--- src/rtl/rcpw_pkg.sv ---
// Shared types, constants and register codes for the RC pulse width capture block.
`timescale 1ns / 1ps
package rcpw_pkg;

	localparam int NUM_WIDTHS   = 4;
	localparam int CHANNELS_DEF = 4;
	localparam int WIDTH_W      = 16;
	localparam int STAMP_W      = 32;
	localparam int MASK_W       = 4;
	localparam int CFG_INDEX_W  = 8;
	localparam int CFG_DATA_W   = 16;
	localparam int IN_TDATA_W   = 40;
	localparam int OUT_PAYLOAD_W = NUM_WIDTHS * WIDTH_W + MASK_W;
	localparam int OUT_TDATA_W  = ((OUT_PAYLOAD_W + 7) / 8) * 8;

	localparam logic [WIDTH_W-1:0] MIN_HIGH_RST = 16'd950;
	localparam logic [WIDTH_W-1:0] MAX_HIGH_RST = 16'd2075;
	localparam logic [WIDTH_W-1:0] MIN_GAP_RST  = 16'd12000;
	localparam logic [WIDTH_W-1:0] MAX_GAP_RST  = 16'd24000;

	typedef enum logic [CFG_INDEX_W-1:0] {
		REG_MIN_HIGH = 8'd0,
		REG_MAX_HIGH = 8'd1,
		REG_MIN_GAP  = 8'd2,
		REG_MAX_GAP  = 8'd3
	} rcpw_reg_t;

	typedef struct packed {
		logic [WIDTH_W-1:0] min_high;
		logic [WIDTH_W-1:0] max_high;
		logic [WIDTH_W-1:0] min_gap;
		logic [WIDTH_W-1:0] max_gap;
	} rcpw_cfg_t;

	typedef struct packed {
		logic               upd;
		logic [WIDTH_W-1:0] width;
	} rcpw_lane_out_t;

endpackage

--- src/rtl/rc_pulse_width_capture.sv ---
// Top level of the RC pulse width capture block: config registers, channel lanes, merge.
//
//   channel  handshake            payload (lowest bit up)
//   s_       s_tvalid/s_tready    edge_mask[3:0], pin_levels[7:4], now_us[39:8]
//   m_       m_tvalid/m_tready    widths roll..throttle 16b each, updated_mask, pad
//   cfg_     cfg_valid/cfg_ready  cfg_index (register 0..3), cfg_data 16b
//
// One item per cycle while s_tready is high; results are registered before they reach m_.
// Each lane forms gap and high time with two subtracts and window compares per item.
// Reset clears all lane state and loads the default windows.
// A stalled result holds in the output register; one more item goes to the
// skid stage, after which s_tready drops until the held result is taken.
`timescale 1ns / 1ps
module rc_pulse_width_capture #(
	parameter int CHANNELS = rcpw_pkg::CHANNELS_DEF
) (
	input  logic                               clk,
	input  logic                               arst_n,
	input  logic                               s_tvalid,
	output logic                               s_tready,
	input  logic [rcpw_pkg::IN_TDATA_W-1:0]    s_tdata,  // edge_mask, pin_levels, now_us
	output logic                               m_tvalid,
	input  logic                               m_tready,
	output logic [rcpw_pkg::OUT_TDATA_W-1:0]   m_tdata,  // width_roll, width_pitch, width_yaw,
	                                                     // width_throttle, updated_mask, pad
	input  logic                               cfg_valid,
	output logic                               cfg_ready,
	input  logic [rcpw_pkg::CFG_INDEX_W-1:0]   cfg_index,
	input  logic [rcpw_pkg::CFG_DATA_W-1:0]    cfg_data
);
	import rcpw_pkg::*;

	localparam int LANES = (CHANNELS < NUM_WIDTHS) ? CHANNELS : NUM_WIDTHS;

	rcpw_cfg_t                          cfg_q;
	rcpw_lane_out_t [NUM_WIDTHS-1:0]    lanes;
	logic                               accept;
	logic [MASK_W-1:0]                  edge_mask;
	logic [MASK_W-1:0]                  pin_levels;
	logic [STAMP_W-1:0]                 now_us;

	assign edge_mask  = s_tdata[MASK_W-1:0];
	assign pin_levels = s_tdata[2*MASK_W-1:MASK_W];
	assign now_us     = s_tdata[2*MASK_W+STAMP_W-1:2*MASK_W];
	assign accept     = s_tvalid && s_tready;
	assign cfg_ready  = 1'b1;

	always_ff @(posedge clk or negedge arst_n) begin
		if (!arst_n) begin
			cfg_q.min_high <= MIN_HIGH_RST;
			cfg_q.max_high <= MAX_HIGH_RST;
			cfg_q.min_gap  <= MIN_GAP_RST;
			cfg_q.max_gap  <= MAX_GAP_RST;
		end else if (cfg_valid && cfg_ready) begin
			unique case (cfg_index)
				REG_MIN_HIGH: cfg_q.min_high <= cfg_data;
				REG_MAX_HIGH: cfg_q.max_high <= cfg_data;
				REG_MIN_GAP:  cfg_q.min_gap  <= cfg_data;
				REG_MAX_GAP:  cfg_q.max_gap  <= cfg_data;
				default: ;
			endcase
		end
	end

	for (genvar c = 0; c < NUM_WIDTHS; c++) begin : g_lane
		if (c < LANES) begin : g_on
			rcpw_lane u_lane (
				.clk      (clk),
				.arst_n   (arst_n),
				.accept   (accept),
				.edge_hit (edge_mask[c]),
				.level    (pin_levels[c]),
				.now_us   (now_us),
				.cfg      (cfg_q),
				.lane_out (lanes[c])
			);
		end else begin : g_off
			assign lanes[c] = '0;
		end
	end

	rcpw_merge u_merge (
		.clk      (clk),
		.arst_n   (arst_n),
		.push     (accept),
		.lanes    (lanes),
		.s_tready (s_tready),
		.m_tvalid (m_tvalid),
		.m_tready (m_tready),
		.m_tdata  (m_tdata)
	);

endmodule

--- src/rtl/rcpw_lane.sv ---
// One channel lane: edge timing state, window checks and stored pulse width.
`timescale 1ns / 1ps
module rcpw_lane (
	input  logic                        clk,
	input  logic                        arst_n,
	input  logic                        accept,
	input  logic                        edge_hit,
	input  logic                        level,
	input  logic [rcpw_pkg::STAMP_W-1:0] now_us,
	input  rcpw_pkg::rcpw_cfg_t         cfg,
	output rcpw_pkg::rcpw_lane_out_t    lane_out
);
	import rcpw_pkg::*;

	logic               armed_q;
	logic [STAMP_W-1:0] rise_q;
	logic [STAMP_W-1:0] fall_q;
	logic [WIDTH_W-1:0] width_q;

	logic [STAMP_W-1:0] gap;
	logic [STAMP_W-1:0] high;
	logic               gap_ok;
	logic               high_ok;
	logic               rise_ev;
	logic               fall_ev;
	logic               store;

	assign gap     = now_us - fall_q;
	assign high    = now_us - rise_q;
	assign gap_ok  = (gap >= {16'd0, cfg.min_gap}) && (gap <= {16'd0, cfg.max_gap});
	assign high_ok = (high >= {16'd0, cfg.min_high}) && (high <= {16'd0, cfg.max_high});
	assign rise_ev = accept && edge_hit && level;
	assign fall_ev = accept && edge_hit && !level;
	assign store   = fall_ev && armed_q && high_ok;

	always_ff @(posedge clk or negedge arst_n) begin
		if (!arst_n) begin
			armed_q <= 1'b0;
			rise_q  <= '0;
			fall_q  <= '0;
			width_q <= '0;
		end else begin
			if (rise_ev) begin
				rise_q  <= now_us;
				armed_q <= gap_ok;
			end
			if (fall_ev) begin
				fall_q <= now_us;
			end
			if (store) begin
				width_q <= high[WIDTH_W-1:0];
				armed_q <= 1'b0;
			end
		end
	end

	always_comb begin
		lane_out.upd   = store;
		lane_out.width = store ? high[WIDTH_W-1:0] : width_q;
	end

endmodule

--- src/rtl/rcpw_merge.sv ---
// Merge stage: packs lane results into one item, output register with skid stage.
`timescale 1ns / 1ps
module rcpw_merge (
	input  logic                                      clk,
	input  logic                                      arst_n,
	input  logic                                      push,
	input  rcpw_pkg::rcpw_lane_out_t [rcpw_pkg::NUM_WIDTHS-1:0] lanes,
	output logic                                      s_tready,
	output logic                                      m_tvalid,
	input  logic                                      m_tready,
	output logic [rcpw_pkg::OUT_TDATA_W-1:0]          m_tdata
);
	import rcpw_pkg::*;

	logic [OUT_TDATA_W-1:0] packed_d;
	logic [OUT_TDATA_W-1:0] out_q;
	logic [OUT_TDATA_W-1:0] skid_q;
	logic                   out_valid_q;
	logic                   skid_valid_q;
	logic                   pop;
	logic [MASK_W-1:0]      upd_mask;

	always_comb begin
		packed_d = '0;
		for (int c = 0; c < NUM_WIDTHS; c++) begin
			packed_d[c*WIDTH_W +: WIDTH_W] = lanes[c].width;
			upd_mask[c] = lanes[c].upd;
		end
		packed_d[NUM_WIDTHS*WIDTH_W +: MASK_W] = upd_mask;
	end

	assign pop = out_valid_q && m_tready;

	always_ff @(posedge clk or negedge arst_n) begin
		if (!arst_n) begin
			out_valid_q  <= 1'b0;
			skid_valid_q <= 1'b0;
		end else begin
			if (pop && skid_valid_q) begin
				skid_valid_q <= 1'b0;
			end else if (pop || !out_valid_q) begin
				out_valid_q <= push;
			end else if (push) begin
				skid_valid_q <= 1'b1;
			end
		end
	end

	always_ff @(posedge clk) begin
		if (pop && skid_valid_q) begin
			out_q <= skid_q;
		end else if ((pop || !out_valid_q) && push) begin
			out_q <= packed_d;
		end else if (push) begin
			skid_q <= packed_d;
		end
	end

	assign s_tready = !skid_valid_q;
	assign m_tvalid = out_valid_q;
	assign m_tdata  = out_q;

endmodule

--- config.mk ---
export PLATFORM = sky130hd
export DESIGN_NAME = rc_pulse_width_capture
export DESIGN_NICKNAME = d
export VERILOG_FILES = /design/src/rtl/rcpw_pkg.sv /design/src/rtl/rc_pulse_width_capture.sv /design/src/rtl/rcpw_lane.sv /design/src/rtl/rcpw_merge.sv
export SDC_FILE = /design/constraint.sdc
export NUM_CORES = 2
export LEC_CHECK = 0
export BUFFER_PORTS_ARGS = -buffer_cell sky130_fd_sc_hd__buf_2
export CAP_MARGIN = 5
export CORE_ASPECT_RATIO = 1.2
export CORE_UTILIZATION = 41
export CTS_BUF_LIST = sky130_fd_sc_hd__clkbuf_4 sky130_fd_sc_hd__clkbuf_8
export DETAILED_ROUTE_END_ITERATION = 10
export GPL_ROUTABILITY_DRIVEN = 1
export HOLD_SLACK_MARGIN = 0.12
export PLACE_DENSITY = 0.62
export SLEW_MARGIN = 5
export SYNTH_ARGS = -nofsm -noshare
export SYNTH_HDL_FRONTEND = slang
export SYNTH_SLANG_ARGS = --single-unit
--- constraint.sdc ---
create_clock -name clk -period 13.1 [get_ports clk]
set_clock_uncertainty 0.1 [all_clocks]
set_input_delay 1.31 -clock clk [delete_from_list [all_inputs] [get_ports clk]]
set_output_delay 1.31 -clock clk [all_outputs]
set_load 0.05 [all_outputs]
==> flow_summary.json <==
{
  "io_buffer_count": 138,
  "crit_path_top_delay_cell": "sky130_fd_sc_hd__a2111oi_0",
  "io_pins": 144,
  "report.final.slew_viol_count": 0,
  "via_count_of_the_first_global_routing_pass": 31778,
  "drtIter0Drc": 1917,
  "drc": 0,
  "power_mw": 11.8,
  "fp.dieArea_mm2": 0.0982,
  "first_pass_iters": 7,
  "placement_setup_slack_ns": 5.01,
  "cts_hold_repair.buffers": 0,
  "cap_viol_max_count": 0,
  "finalCritPeriodShare_pct": 57.0,
  "antenna_violations_before_repair": 5,
  "clock.fmax_mhz": 134,
  "fp-row-count": 124,
  "crit_fanout": 17,
  "run_status": "finished, final reports clean",
  "dominantRegCellSynth": "sky130_fd_sc_hd__dfrtp_1",
  "postRouteWirelength_mm": 120,
  "worst-endpoint-arrival_ns": 7.82,
  "antenna_violating_nets_post_route": 0,
  "cts_root_buf": "sky130_fd_sc_hd__clkbuf_8",
  "synth_largest_area_cell": "sky130_fd_sc_hd__dfrtp_1",
  "design.core.area_mm2": 0.0957,
  "powerDensity_mw_per_mm2": 267,
  "timing.critical_path.slowest_cell_delay_ns": 0.91,
  "netlist_area_mm2": 0.0397,
  "yosys_warnings": 0,
  "clock_tree_from_tritoncts": "done",
  "max_slew_margin_pct": 29.5,
  "route.detailed.vias_per_inst": 5.68,
  "synth_common_cells": "sky130_fd_sc_hd__ha_1, sky130_fd_sc_hd__inv_1, sky130_fd_sc_hd__dfrtp_1",
  "clock_insertion_delay_worst_skew_ns": 0.75,
  "synth.avg_cell_area_um2": 9.50,
  "ctsResizeCount": 0,
  "number_of_vias_after_detailed_routing": 32289,
  "die-height_um": 343,
  "total_congestion_overflow": 0,
  "cts_max_path_buffers": 3,
  "setup_slack_ns": 5.63,
  "report.final.setup_viol": 0,
  "detail_route.wl_per_cell_um": 21.0,
  "initial_utilization_pct": 41.5,
  "syn-instance-count": 4183,
  "grt.total_usage_pct": 24.4,
  "cellLeakagePower_nw": 20.2,
  "worst_pin_slew_ns": 1.05,
  "cts.sink_count": 526,
  "fin_crit_ns": 7.47,
  "sum_of_negative_setup_slack_ns": 0,
  "synth_cell_type_count": 85,
  "cp_data_required_time_ns": 13.45,
  "critPathMostFrequentCell": "sky130_fd_sc_hd__a21oi_1",
  "ys_top_cells_by_area": "sky130_fd_sc_hd__dfrtp_1, sky130_fd_sc_hd__ha_1, sky130_fd_sc_hd__edfxtp_1",
  "synth_seq_cells": 526,
  "synth_async_sr_flop_share_pct": 74.1,
  "cts_post_setup_buffers_inserted": 0,
  "timing_hold_violations_final": 0,
  "synthDominantCellAreaShare_pct": 22.9,
  "synth_most_common_cell": "sky130_fd_sc_hd__ha_1",
  "max-vdd-ir-drop_uv": 98.3,
  "layout.filler_cells": 9212,
  "gp_weighted_congestion": 0.996,
  "grt_max_degree": 170,
  "multi_input_logic_area_mm2": 0.0240,
  "timing.setup.critical_path_class": "in -> reg",
  "timing.critical_path.from_type": "primary input",
  "min_path_type": "reg -> reg",
  "cts_inserted_buffers": 94,
  "h_tree_levels": 3,
  "grt_setup_unrepaired": "no",
  "clk_transition_reported_paths_ns": 0.06,
  "num-nets-final": 4931,
  "synth.yosys.seq_area_share_pct": 34.9,
  "die_w_um": 286,
  "finalHoldWorstSlack_ns": 0.388,
  "grt_first_pass_wirelength_mm": 185,
  "synth-edff-count": 136,
  "detailedPlacementHpwl_mm": 90.0,
  "crit_path_end_kind": "flop",
  "post_route_cells_drive_above_1_share_pct": 16.2,
  "total_area_of_sequential_cells_mm2": 0.0139,
  "area.growth.synth_to_final_pct": 10.8
}
[power breakdown]
part,switching [mW],internal (mW)
registers,0.193,2.23
logic,4.67,2.97
clock network,0.730,0.960
[critical path, delay by kind of cell]
family / cells / cell delay, ns
fa+ha+maj: 3 / 0.91
xor+xnor: 1 / 0.20
buf+inv: 5 / 0.78
mux: 2 / 0.66
compound gates: 9 / 2.08
simple gates: 7 / 1.86
[layout make-up]
type                    instances  share of cell area (%)
diodes                          2                  0.0114
multi-input cells            3154                    54.6
well taps                    1260                    3.58
clock buffers                 143                    4.03
clock inverters                28                   0.617
inverters                     395                    3.37
flip-flops and latches        526                    31.5
repair buffers                179                    2.32
[per-stage QoR]
step / util (%) / cell area (um2) / cells
2_1_floorplan: - / 39800 / 4186
3_5_place_dp: 43.8 / 42000 / 5514
5_1_grt: 46.0 / 44000 / 5686
4_1_cts: 46.0 / 44000 / 5685
6_report: 46.0 / 44000 / 5687
3_3_place_gp: 43.8 / 42000 / 5514
[layer usage]
metal | track usage (%) | wire length (um) | vias to the layer above
met5 | 0 | 17 | -
met4 | 10.1 | 4690 | 2
met3 | 2.42 | 4240 | 221
met2 | 42.5 | 57900 | 769
met1 | 30.6 | 52800 | 15624
li1 | - | - | 15673
[flip-flops by register name (all words and copies together) (netlist names)]
name,cells
g_lane.g_on.u_lane.armed_q,4
cfg_q,64
u_merge.skid_valid_q,1
u_merge.skid_q,68
u_merge.m_tdata,68
u_merge.m_tvalid,1
g_lane.g_on.u_lane.rise_q,128
g_lane.g_on.u_lane.fall_q,128
g_lane.g_on.u_lane.width_q,64
[layout by cell type (no fill, tap or decap), types with 136 or more instances in the layout]
cell | synthesis | layout
sky130_fd_sc_hd__buf_2 | 6 | 137
sky130_fd_sc_hd__edfxtp_1 | 136 | 136
sky130_fd_sc_hd__a21o_1 | 184 | 184
sky130_fd_sc_hd__mux2_2 | 299 | 299
sky130_fd_sc_hd__ha_1 | 504 | 504
sky130_fd_sc_hd__nand2_1 | 308 | 308
sky130_fd_sc_hd__inv_1 | 395 | 395
sky130_fd_sc_hd__a21oi_1 | 286 | 285
sky130_fd_sc_hd__o21ai_0 | 311 | 311
sky130_fd_sc_hd__dfrtp_1 | 364 | 364
sky130_fd_sc_hd__nor2_1 | 186 | 184
[worst paths after layout]
| check | startpoint | endpoint | slack (ns) | cells after the start |
|---|---|---|---|---|
| hold / removal | g_lane[1].g_on.u_lane.rise_q[0] | g_lane[1].g_on.u_lane.rise_q[0] | 0.39 | 2 |
| setup reg to reg | g_lane[0].g_on.u_lane.rise_q[0] | u_merge.m_tdata[14] | 6.30 | 24 |
| setup / recovery | s_tdata[8] | u_merge.m_tdata[14] | 5.63 | 27 |
| min in group asynchronous | arst_n | g_lane[0].g_on.u_lane.fall_q[31] | 0.55 | 1 |
| max in group asynchronous | arst_n | g_lane[3].g_on.u_lane.armed_q | 10.15 | 3 |
| hold reg to reg | g_lane[1].g_on.u_lane.rise_q[0] | g_lane[1].g_on.u_lane.rise_q[0] | 0.39 | 2 |
[cell families after synthesis]
| kind of cell | after synthesis | share of synthesized area [%] |
|---|---|---|
| fa+ha+maj | 512 | 16.3 |
| buf+inv | 506 | 4.88 |
| flops | 526 | 34.9 |
| mux | 331 | 9.30 |
| compound gates | 1181 | 19.0 |
| simple gates | 974 | 12.3 |
| xor+xnor | 151 | 3.33 |
| other cells | 2 | 0.0189 |
Note: power is estimated with default switching activity, not from simulation.
